==> config.mk <==
export PLATFORM = sky130hd
export DESIGN_NAME = json_string_escaper_utf8_check
export DESIGN_NICKNAME = d
export VERILOG_FILES = /design/src/sv/jse_pkg.sv /design/src/sv/jse_front.sv /design/src/sv/jse_queue.sv /design/src/sv/jse_back.sv /design/src/sv/json_string_escaper_utf8_check.sv
export SDC_FILE = /design/constraint.sdc
export NUM_CORES = 1
export LEC_CHECK = 0
export BUFFER_PORTS_ARGS = -buffer_cell sky130_fd_sc_hd__buf_2
export CORE_UTILIZATION = 50
export CTS_CLUSTER_DIAMETER = 40
export DETAILED_ROUTE_END_ITERATION = 7
export GPL_ROUTABILITY_DRIVEN = 0
export PLACE_DENSITY_LB_ADDON = 0.25
export SLEW_MARGIN = 20
export SYNTH_ARGS = -nofsm -noshare
export SYNTH_HDL_FRONTEND = slang
export SYNTH_SLANG_ARGS = --single-unit
==> constraint.sdc <==
create_clock -name clk -period 5.1 [get_ports clk]
set_input_delay 0.51 -clock clk [delete_from_list [all_inputs] [get_ports clk]]
set_output_delay 0.51 -clock clk [all_outputs]
set_load 0.05 [all_outputs]
==> src/sv/jse_pkg.sv <==
// ----------------------------------------------------------------------------
// jse_pkg
// Shared types and constants for the JSON string escaper with UTF-8 check.
// ----------------------------------------------------------------------------
package jse_pkg;

    // Largest number of output beats that one input beat can cause.
    localparam int unsigned MAX_RUN = 8;

    // Characters that the escaper emits.
    localparam logic [7:0] CH_QUOTE  = 8'h22;
    localparam logic [7:0] CH_BSLASH = 8'h5c;
    localparam logic [7:0] CH_U      = 8'h75;
    localparam logic [7:0] CH_ZERO   = 8'h30;
    localparam logic [7:0] CH_ERROR  = 8'h00;

    // Byte class boundaries.
    localparam logic [7:0] ASCII_LIMIT = 8'h80;
    localparam logic [7:0] CTRL_LIMIT  = 8'h20;
    localparam logic [7:0] LEAD2_LO    = 8'hc2;
    localparam logic [7:0] LEAD2_HI    = 8'hdf;
    localparam logic [7:0] LEAD3_LO    = 8'he0;
    localparam logic [7:0] LEAD3_HI    = 8'hef;
    localparam logic [7:0] LEAD4_LO    = 8'hf0;
    localparam logic [7:0] LEAD4_HI    = 8'hf4;

    // Code point limits for the sequence check.
    localparam logic [20:0] MIN_SCALAR3 = 21'h000800;
    localparam logic [20:0] MIN_SCALAR4 = 21'h010000;
    localparam logic [20:0] SURR_LO     = 21'h00d800;
    localparam logic [20:0] SURR_HI     = 21'h00dfff;
    localparam logic [20:0] MAX_SCALAR  = 21'h10ffff;

    // Sequence lengths.
    localparam logic [2:0] SEQ_NONE = 3'd0;
    localparam logic [2:0] SEQ_TWO  = 3'd2;
    localparam logic [2:0] SEQ_THREE = 3'd3;
    localparam logic [2:0] SEQ_FOUR = 3'd4;

    // One queued run: the output beats that a single input beat causes.
    typedef struct packed {
        logic [MAX_RUN-1:0][7:0] res_bytes;  // beat k in res_bytes[k]
        logic [3:0]              count;      // 1 .. MAX_RUN
        logic                    key_end;    // final beat closes the key
        logic                    bad;        // final beat is the error beat
    } run_desc_t;

    // Lower-case hexadecimal digit.
    function automatic logic [7:0] hex_char(input logic [3:0] v);
        logic [7:0] r;
        r = (v < 4'd10) ? (8'h30 + {4'h0, v}) : (8'h57 + {4'h0, v});
        return r;
    endfunction

endpackage

==> src/sv/jse_front.sv <==
// ----------------------------------------------------------------------------
// jse_front
// Key state tracking and classification of each input beat into a run of
// output beats, handed on to the queue as one descriptor.
// ----------------------------------------------------------------------------
module jse_front
    import jse_pkg::*;
(
    input  logic      clk,
    input  logic      rst_n,
    input  logic      accept,
    input  logic [7:0] key_byte,
    input  logic      last_byte,
    input  logic      empty_key,
    output logic      push,
    output run_desc_t desc
);

    logic        in_key_reg, in_key_next;
    logic        discard_reg, discard_next;
    logic [2:0]  seq_len_reg, seq_len_next;
    logic [2:0]  seq_seen_reg, seq_seen_next;
    logic [23:0] held_reg, held_next;
    logic [20:0] acc_reg, acc_next;

    // Classification and state update for one beat.
    always_comb
    begin
        logic              open_n;
        logic [3:0]        body_n;
        logic [MAX_RUN-1:0][7:0] body;
        logic              tail_n;
        logic [7:0]        tail_byte;
        logic              tail_end;
        logic              tail_bad;
        logic              fail;
        logic [20:0]       acc_new;
        logic [2:0]        seen_new;
        logic              range_bad;
        logic [3:0]        open_w;
        logic [3:0]        pos;

        in_key_next   = in_key_reg;
        discard_next  = discard_reg;
        seq_len_next  = seq_len_reg;
        seq_seen_next = seq_seen_reg;
        held_next     = held_reg;
        acc_next      = acc_reg;
        open_n    = 1'b0;
        body_n    = 4'd0;
        body      = '0;
        tail_n    = 1'b0;
        tail_byte = CH_QUOTE;
        tail_end  = 1'b0;
        tail_bad  = 1'b0;
        fail      = 1'b0;
        acc_new   = {acc_reg[14:0], key_byte[5:0]};
        seen_new  = seq_seen_reg + 3'd1;
        range_bad = 1'b0;

        if (empty_key)
        begin
            if (discard_reg)
            begin
                discard_next = 1'b0;
            end
            else if (in_key_reg)
            begin
                // Close the key; a pending sequence is truncated.
                tail_n      = 1'b1;
                tail_end    = 1'b1;
                in_key_next = 1'b0;
                if (seq_len_reg != SEQ_NONE)
                begin
                    tail_byte     = CH_ERROR;
                    tail_bad      = 1'b1;
                    seq_len_next  = SEQ_NONE;
                    seq_seen_next = 3'd0;
                    held_next     = '0;
                    acc_next      = '0;
                end
            end
            else
            begin
                open_n   = 1'b1;
                tail_n   = 1'b1;
                tail_end = 1'b1;
            end
        end
        else if (discard_reg)
        begin
            if (last_byte)
            begin
                discard_next = 1'b0;
            end
        end
        else
        begin
            open_n      = !in_key_reg;
            in_key_next = 1'b1;

            if (seq_len_reg == SEQ_NONE)
            begin
                // Start of a character.
                if (key_byte < ASCII_LIMIT)
                begin
                    if (key_byte == CH_QUOTE || key_byte == CH_BSLASH)
                    begin
                        body[0] = CH_BSLASH;
                        body[1] = key_byte;
                        body_n  = 4'd2;
                    end
                    else if (key_byte < CTRL_LIMIT)
                    begin
                        body[0] = CH_BSLASH;
                        body[1] = CH_U;
                        body[2] = CH_ZERO;
                        body[3] = CH_ZERO;
                        body[4] = hex_char(key_byte[7:4]);
                        body[5] = hex_char(key_byte[3:0]);
                        body_n  = 4'd6;
                    end
                    else
                    begin
                        body[0] = key_byte;
                        body_n  = 4'd1;
                    end
                end
                else if (key_byte >= LEAD2_LO && key_byte <= LEAD2_HI)
                begin
                    seq_len_next = SEQ_TWO;
                    acc_next     = {16'h0, key_byte[4:0]};
                end
                else if (key_byte >= LEAD3_LO && key_byte <= LEAD3_HI)
                begin
                    seq_len_next = SEQ_THREE;
                    acc_next     = {17'h0, key_byte[3:0]};
                end
                else if (key_byte >= LEAD4_LO && key_byte <= LEAD4_HI)
                begin
                    seq_len_next = SEQ_FOUR;
                    acc_next     = {18'h0, key_byte[2:0]};
                end
                else
                begin
                    fail = 1'b1;
                end
                if (seq_len_next != SEQ_NONE)
                begin
                    seq_seen_next = 3'd1;
                    held_next     = {16'h0, key_byte};
                end
            end
            else if (key_byte[7:6] != 2'b10)
            begin
                fail = 1'b1;
            end
            else if (seen_new < seq_len_reg)
            begin
                // Continuation byte, sequence not yet complete.
                seq_seen_next = seen_new;
                acc_next      = acc_new;
                case (seq_seen_reg)
                    3'd1:    held_next[15:8]  = key_byte;
                    3'd2:    held_next[23:16] = key_byte;
                    default: held_next        = held_reg;
                endcase
            end
            else
            begin
                // Sequence complete: range check, then emit it unchanged.
                range_bad = (seq_len_reg == SEQ_THREE && acc_new < MIN_SCALAR3) ||
                            (seq_len_reg == SEQ_FOUR && acc_new < MIN_SCALAR4) ||
                            (acc_new >= SURR_LO && acc_new <= SURR_HI) ||
                            (acc_new > MAX_SCALAR);
                if (range_bad)
                begin
                    fail = 1'b1;
                end
                else
                begin
                    body[0] = held_reg[7:0];
                    body[1] = (seq_len_reg == SEQ_TWO) ? key_byte : held_reg[15:8];
                    body[2] = (seq_len_reg == SEQ_THREE) ? key_byte : held_reg[23:16];
                    body[3] = key_byte;
                    body_n  = {1'b0, seq_len_reg};
                    seq_len_next  = SEQ_NONE;
                    seq_seen_next = 3'd0;
                    held_next     = '0;
                    acc_next      = '0;
                end
            end

            if (fail)
            begin
                tail_n        = 1'b1;
                tail_byte     = CH_ERROR;
                tail_end      = 1'b1;
                tail_bad      = 1'b1;
                in_key_next   = 1'b0;
                discard_next  = !last_byte;
                seq_len_next  = SEQ_NONE;
                seq_seen_next = 3'd0;
                held_next     = '0;
                acc_next      = '0;
            end
            else if (last_byte)
            begin
                tail_n      = 1'b1;
                tail_end    = 1'b1;
                in_key_next = 1'b0;
                if (seq_len_next != SEQ_NONE)
                begin
                    tail_byte     = CH_ERROR;
                    tail_bad      = 1'b1;
                    seq_len_next  = SEQ_NONE;
                    seq_seen_next = 3'd0;
                    held_next     = '0;
                    acc_next      = '0;
                end
            end
        end

        // Pack opening quote, body and tail into consecutive beats.
        open_w = {3'b000, open_n};
        for (int i = 0; i < MAX_RUN; i++)
        begin
            pos = 4'(i);
            if (pos < open_w)
            begin
                desc.res_bytes[i] = CH_QUOTE;
            end
            else if (pos < open_w + body_n)
            begin
                desc.res_bytes[i] = body[3'(pos - open_w)];
            end
            else
            begin
                desc.res_bytes[i] = tail_byte;
            end
        end
        desc.count   = open_w + body_n + {3'b000, tail_n};
        desc.key_end = tail_end;
        desc.bad     = tail_bad;
        push         = accept && (desc.count != 4'd0);
    end

    // Control state.
    always_ff @(posedge clk or negedge rst_n)
    begin
        if (!rst_n)
        begin
            in_key_reg   <= 1'b0;
            discard_reg  <= 1'b0;
            seq_len_reg  <= SEQ_NONE;
            seq_seen_reg <= 3'd0;
            held_reg     <= '0;
            acc_reg      <= '0;
        end
        else if (accept)
        begin
            in_key_reg   <= in_key_next;
            discard_reg  <= discard_next;
            seq_len_reg  <= seq_len_next;
            seq_seen_reg <= seq_seen_next;
            held_reg     <= held_next;
            acc_reg      <= acc_next;
        end
    end

endmodule

==> src/sv/jse_queue.sv <==
// ----------------------------------------------------------------------------
// jse_queue
// Small first-in first-out queue of run descriptors between the front and
// back parts.
// ----------------------------------------------------------------------------
module jse_queue
    import jse_pkg::*;
#(
    parameter int unsigned DEPTH = 4
)
(
    input  logic      clk,
    input  logic      rst_n,
    input  logic      push,
    input  run_desc_t push_desc,
    output logic      full,
    input  logic      pop,
    output run_desc_t head_desc,
    output logic      head_valid
);

    localparam int unsigned PTR_W = (DEPTH > 1) ? $clog2(DEPTH) : 1;
    localparam int unsigned CNT_W = $clog2(DEPTH + 1);
    localparam logic [PTR_W-1:0] LAST_PTR = PTR_W'(DEPTH - 1);
    localparam logic [CNT_W-1:0] FULL_CNT = CNT_W'(DEPTH);

    run_desc_t        store_reg [DEPTH];
    logic [PTR_W-1:0] wr_ptr_reg, wr_ptr_next;
    logic [PTR_W-1:0] rd_ptr_reg, rd_ptr_next;
    logic [CNT_W-1:0] cnt_reg, cnt_next;

    assign full       = (cnt_reg == FULL_CNT);
    assign head_valid = (cnt_reg != '0);
    assign head_desc  = store_reg[rd_ptr_reg];

    // Pointer and occupancy update.
    always_comb
    begin
        wr_ptr_next = wr_ptr_reg;
        rd_ptr_next = rd_ptr_reg;
        cnt_next    = cnt_reg;
        if (push)
        begin
            wr_ptr_next = (wr_ptr_reg == LAST_PTR) ? '0 : wr_ptr_reg + 1'b1;
        end
        if (pop)
        begin
            rd_ptr_next = (rd_ptr_reg == LAST_PTR) ? '0 : rd_ptr_reg + 1'b1;
        end
        if (push && !pop)
        begin
            cnt_next = cnt_reg + 1'b1;
        end
        else if (pop && !push)
        begin
            cnt_next = cnt_reg - 1'b1;
        end
    end

    always_ff @(posedge clk or negedge rst_n)
    begin
        if (!rst_n)
        begin
            wr_ptr_reg <= '0;
            rd_ptr_reg <= '0;
            cnt_reg    <= '0;
        end
        else
        begin
            wr_ptr_reg <= wr_ptr_next;
            rd_ptr_reg <= rd_ptr_next;
            cnt_reg    <= cnt_next;
        end
    end

    // Entry storage.
    always_ff @(posedge clk)
    begin
        if (push)
        begin
            store_reg[wr_ptr_reg] <= push_desc;
        end
    end

endmodule

==> src/sv/jse_back.sv <==
// ----------------------------------------------------------------------------
// jse_back
// Output sequencer: takes one run descriptor at a time and sends its beats
// one per cycle, while out_stall is low, on the output channel.
// ----------------------------------------------------------------------------
module jse_back
    import jse_pkg::*;
(
    input  logic       clk,
    input  logic       rst_n,
    input  run_desc_t  head_desc,
    input  logic       head_valid,
    output logic       pop,
    output logic       out_valid,
    input  logic       out_stall,
    output logic [7:0] out_byte,
    output logic       run_last,
    output logic       key_last,
    output logic       bad_utf8
);

    run_desc_t  cur_reg;
    logic [2:0] idx_reg, idx_next;
    logic       busy_reg, busy_next;
    logic       last_of_run;
    logic       fire;
    logic       done;

    assign last_of_run = (idx_reg == 3'(cur_reg.count - 4'd1));
    assign fire        = busy_reg && !out_stall;
    assign done        = fire && last_of_run;
    assign pop         = head_valid && (!busy_reg || done);

    assign out_valid = busy_reg;
    assign out_byte  = cur_reg.res_bytes[idx_reg];
    assign run_last  = last_of_run;
    assign key_last  = last_of_run && cur_reg.key_end;
    assign bad_utf8  = last_of_run && cur_reg.bad;

    // Beat index and busy flag.
    always_comb
    begin
        idx_next  = idx_reg;
        busy_next = busy_reg;
        if (pop)
        begin
            idx_next  = 3'd0;
            busy_next = 1'b1;
        end
        else if (done)
        begin
            busy_next = 1'b0;
        end
        else if (fire)
        begin
            idx_next = idx_reg + 3'd1;
        end
    end

    always_ff @(posedge clk or negedge rst_n)
    begin
        if (!rst_n)
        begin
            idx_reg  <= 3'd0;
            busy_reg <= 1'b0;
        end
        else
        begin
            idx_reg  <= idx_next;
            busy_reg <= busy_next;
        end
    end

    // Current run payload.
    always_ff @(posedge clk)
    begin
        if (pop)
        begin
            cur_reg <= head_desc;
        end
    end

endmodule

==> src/sv/json_string_escaper_utf8_check.sv <==
// ----------------------------------------------------------------------------
// json_string_escaper_utf8_check
// Emits each key as a quoted JSON string, escaping quote, backslash and
// control bytes and passing only well-formed UTF-8. An input beat is taken
// every cycle while the run queue has room; each beat yields from zero to
// eight output beats, sent one per cycle while out_stall is low, so the
// sustained rate is set by the output port. A run queue of QUEUE_DEPTH
// entries lets the input side run ahead of a stalled output. A rejected key
// ends in one error beat (bad_utf8 high, out_byte zero); the remaining bytes
// of that key are dropped. No clearing pass is needed after reset.
// ----------------------------------------------------------------------------
module json_string_escaper_utf8_check
    import jse_pkg::*;
#(
    parameter int unsigned QUEUE_DEPTH = 4
)
(
    input  logic       clk,
    input  logic       rst_n,
    input  logic       in_valid,
    output logic       in_stall,
    input  logic [7:0] key_byte,
    input  logic       last_byte,
    input  logic       empty_key,
    output logic       out_valid,
    input  logic       out_stall,
    output logic [7:0] out_byte,
    output logic       run_last,
    output logic       key_last,
    output logic       bad_utf8
);

    logic      accept;
    logic      q_push;
    logic      q_full;
    logic      q_pop;
    logic      q_valid;
    run_desc_t front_desc;
    run_desc_t head_desc;

    assign in_stall = q_full;
    assign accept   = in_valid && !q_full;

    // Front part: key state and classification.
    jse_front u_front
    (
        .clk       (clk),
        .rst_n     (rst_n),
        .accept    (accept),
        .key_byte  (key_byte),
        .last_byte (last_byte),
        .empty_key (empty_key),
        .push      (q_push),
        .desc      (front_desc)
    );

    // Run queue.
    jse_queue #(.DEPTH(QUEUE_DEPTH)) u_queue
    (
        .clk        (clk),
        .rst_n      (rst_n),
        .push       (q_push),
        .push_desc  (front_desc),
        .full       (q_full),
        .pop        (q_pop),
        .head_desc  (head_desc),
        .head_valid (q_valid)
    );

    // Back part: output sequencer.
    jse_back u_back
    (
        .clk        (clk),
        .rst_n      (rst_n),
        .head_desc  (head_desc),
        .head_valid (q_valid),
        .pop        (q_pop),
        .out_valid  (out_valid),
        .out_stall  (out_stall),
        .out_byte   (out_byte),
        .run_last   (run_last),
        .key_last   (key_last),
        .bad_utf8   (bad_utf8)
    );

    // An error beat closes the key, ends the run and carries a zero byte.
    a_error_beat: assert property (@(posedge clk) disable iff (!rst_n)
        out_valid && bad_utf8 |-> key_last && run_last && (out_byte == CH_ERROR))
        else $error("error beat malformed");

    // A key only ends on the final beat of a run.
    a_key_end_in_run: assert property (@(posedge clk) disable iff (!rst_n)
        out_valid && key_last |-> run_last)
        else $error("key end before end of run");

    // A run is sent without gaps once started.
    a_run_no_gap: assert property (@(posedge clk) disable iff (!rst_n)
        out_valid && !out_stall && !run_last |=> out_valid)
        else $error("gap inside a run");

    // A queued run is never lost to a full queue.
    a_no_push_full: assert property (@(posedge clk) disable iff (!rst_n)
        q_push |-> !q_full)
        else $error("push into full queue");

endmodule

==> flow_summary.yaml <==
outcome:
  status: "complete, but fails checks"
  violations: "DRC"
place:
  dp_hpwl_mm: 24.22
  place_inst: 1445
  port-buffer-count: 26
  dpl_cell_area_um2: 16610
  preCtsSetupSlack_ns: 0.1653
worst_setup_path:
  worstSetupPathDepth: 18
  crit_type: "flip-flop to flip-flop"
  start_kind: "flip-flop"
  path_cells: "or4_1, nor4_1, o41ai_1, and4_4, o31ai_2, nor2_1, a21oi_1, ha_1, nand2b_1, o31ai_1, o311a_1, a211oi_4, ha_1, inv_1, fa_1, xor2_1, nor2_1, xor2_1"
  max_stage_delay_ns: 0.58
  crit_fanout: 7
  cp_num_buf_inv: 1
  arrival_ns: 5.23
  timing.rr.start: "u_front.acc_reg[13]"
  r2r_slack_ns: 0.33
  crit_required_ns: 5.55
  slowest_stage: "or4_1"
  crit_start: "u_front.acc_reg[13]"
  worstSetupEndpoint: "u_queue.cnt_reg[2]"
  critPathTopFamily: "simple AND/OR/NAND/NOR gates"
  regToRegEndpoint: "u_queue.cnt_reg[2]"
  reg2regPathDepth: 18
  endpoint_kind: "flip-flop"
flow_run:
  drv_cap: 0
clock_network:
  clockBufferDepth: 3
  cts_tree: "done"
  cts_inserted_buffers: 44
  clk_pin_slew_worst_paths_ns: 0.06
  cts_max_level: 2
  root_buffer: "clkbuf_16"
  hold_buffers: 0
  cts.sinks: 358
  cts_resized: 0
  clock_latency_ns: 0.54
  cts_setup_buffers: 0
synth:
  syn_area_um2: 15710
  synth.yosys.warnings: 0
  synth_seq_area_share: 0.6658
  synth_top_area_share: 0.5734
  synthCells: 1024
  avgSynthCellArea_um2: 15.34
  synthTopCellsByArea: "edfxtp_1 57%, mux4_2 10%, dfrtp_1 9.2%, ha_1 2.0%, nand2_1 1.7%"
  synth_largest_area_cell: "edfxtp_1"
  synth.distinct_cells: 78
  synth_edf_count: 300
  synthArstFlopShare: 0.1620
  synth_flop_cell: "edfxtp_1"
  ys_ff_latch: 358
power:
  power.total_mw: 10.62
  powerDensity_nw_per_um2: 586.9
  internal_power_mw: 7.230
  power.switching_mw: 3.394
  vdd_drop_max_uv: 274.7
  swShare: 0.3195
  comb_power_share: 0.287
  power_leakage_nw: 6.299
  p_seq_frac: 0.422
  p_clk_frac: 0.291
layout:
  fillers: 2364
  instances_no_fill: 1527
  area_delta_synth_final_pct: 15.21
  largest_register_ff_count: 240
  ff_latch_area_um2: 10470
  fin_area_um2: 18100
  drive_gt1_frac: 0.2263
  antenna_cells: 0
  nets: 1135
  final_util: 0.5887
  multi_input_area_um2: 4920
grt:
  grt_pass1_wl_mm: 55.37
  grt_use_total: 0.2346
  antenna_found_initial: 0
  grt_overflow_total: 0
  grt_pass1_vias: 9236
  grt_start_max_net_pins: 66
sta:
  tns_ns: 0
  finalWorstSetupSlack_ns: 0.3268
  fin_skew_ns: 0.01325
  hold_violations: 0
  setup_violations: 0
  whs_ns: 0.1403
  fmaxAchievable_mhz: 209.5
  fin_crit_ns: 4.773
  rsz0062_at_grt: "no"
  relSlewSlack: 0.2934
  tightest_slew_ns: 1.049
  slew_violations: 0
  fin_crit_sh: 0.9359
floorplanning:
  num_io_pins: 27
  num_rows: 64
  die_h_um: 179.3
  fp.dieW_um: 179.3
  core_region_area_um2: 30750
  initial_core_util: 0.5109
  dieArea_um2: 32140
drt:
  wl_per_cell_um: 23.61
  drt_iter0_markers: 956
  viasPerCell: 6.076
  routed_wl_mm: 36.05
  vias: 9278
  drt_first_pass_iters: 7
  antenna_left: 0
  drcViolationCount: 8
hold_path:
  hold_class: "input pin to asynchronous set/reset pin"
==> routing by layer <==
metal,up-vias,part of all wire,global-route usage
li1,4168,-,-
met1,4678,0.43,0.3310
met2,347,0.47,0.3689
met3,85,0.063,0.04008
met4,0,0.033,0.08263
met5,-,0,0
==> how the worst min path moves through the flow <==
stage,startpoint,end,slack (ns),cells past startpoint
after global routing,rst_n,u_front.held_reg[22],0.20,2
after CTS,rst_n,u_front.held_reg[15],0.17,2
after detailed placement,u_front.acc_reg[11],u_front.acc_reg[11],0.48,1
after floorplan,rst_n,u_back.idx_reg[0],0.21,0
final,rst_n,u_front.held_reg[22],0.14,2
after global placement,u_front.held_reg[22],u_front.held_reg[22],0.47,1
==> placed cells by master (no fill, tap or decap), types with 12 or more instances in the layout <==
| master | count |
|---|---|
| edfxtp_1 | 300 |
| nand2_1 | 73 |
| nor2_1 | 71 |
| mux4_2 | 70 |
| dfrtp_1 | 56 |
| a21oi_1 | 50 |
| clkbuf_16 | 46 |
| buf_4 | 44 |
| a22o_1 | 30 |
| o21ai_0 | 28 |
| buf_2 | 26 |
| nor3_1 | 25 |
| ha_1 | 25 |
| inv_1 | 22 |
| nand3_1 | 17 |
| a211oi_1 | 12 |
==> power by group through the flow <==
stage | logic (mW) | clock network (mW) | registers (mW)
after CTS | 3.09 | 3.15 | 4.50
final | 3.05 | 3.09 | 4.48
after floorplan | 2.28 | 0 | 4.31
after detailed placement | 3.07 | 0 | 4.55
after global routing | 3.29 | 3.27 | 4.56
after global placement | 3.03 | 0 | 4.52
==> synth_stat cells, types with 5 or more instances <==
cell type / number
a32o_1: 6
and2_1: 15
nor3_1: 25
edfxtp_1: 300
o21a_1: 5
dfrtp_1: 58
inv_1: 22
o21ai_1: 11
xnor2_1: 8
nand2_1: 73
nand3_1: 17
a21oi_1: 50
nor4_1: 5
mux2i_1: 10
nand4_1: 11
a211oi_1: 12
clkbuf_1: 40
o21ai_0: 28
a22o_1: 30
nand2b_1: 10
buf_1: 7
mux4_2: 70
ha_1: 25
nor2_1: 71
==> kinds of logic (layout without fill, tap and decap cells) <==
family | after synthesis | after routing | synth area share
simple gates | 261 | 261 | 0.08067
fa+ha+maj | 26 | 26 | 0.02118
buf+inv | 82 | 186 | 0.02222
flops | 358 | 358 | 0.6658
other cells | 1 | 4 | 0.0002387
mux | 86 | 86 | 0.1115
xor+xnor | 13 | 13 | 0.008442
compound gates | 197 | 197 | 0.08999
==> layout make-up <==
| cell class | instances | area share |
|---|---|---|
| flip-flops and latches | 358 | 0.5781 |
| repair buffers | 79 | 0.03539 |
| inverters | 25 | 0.005184 |
| well taps | 396 | 0.02737 |
| multi-input cells | 587 | 0.2718 |
| clock buffers | 52 | 0.06484 |
| clock inverters | 30 | 0.01728 |
==> worst reg2reg max path, delay by kind of cell (launching register included) <==
kind	cells	cell delay, ns
AO/OA/AOI/OAI	6	1.52
XOR/XNOR	2	0.34
adder cells (fa/ha/maj)	3	0.82
buffers and inverters	1	0.06
flip-flops	1	0.37
AND/OR/NAND/NOR	6	1.57
Note: power is estimated with default switching activity, not from simulation.
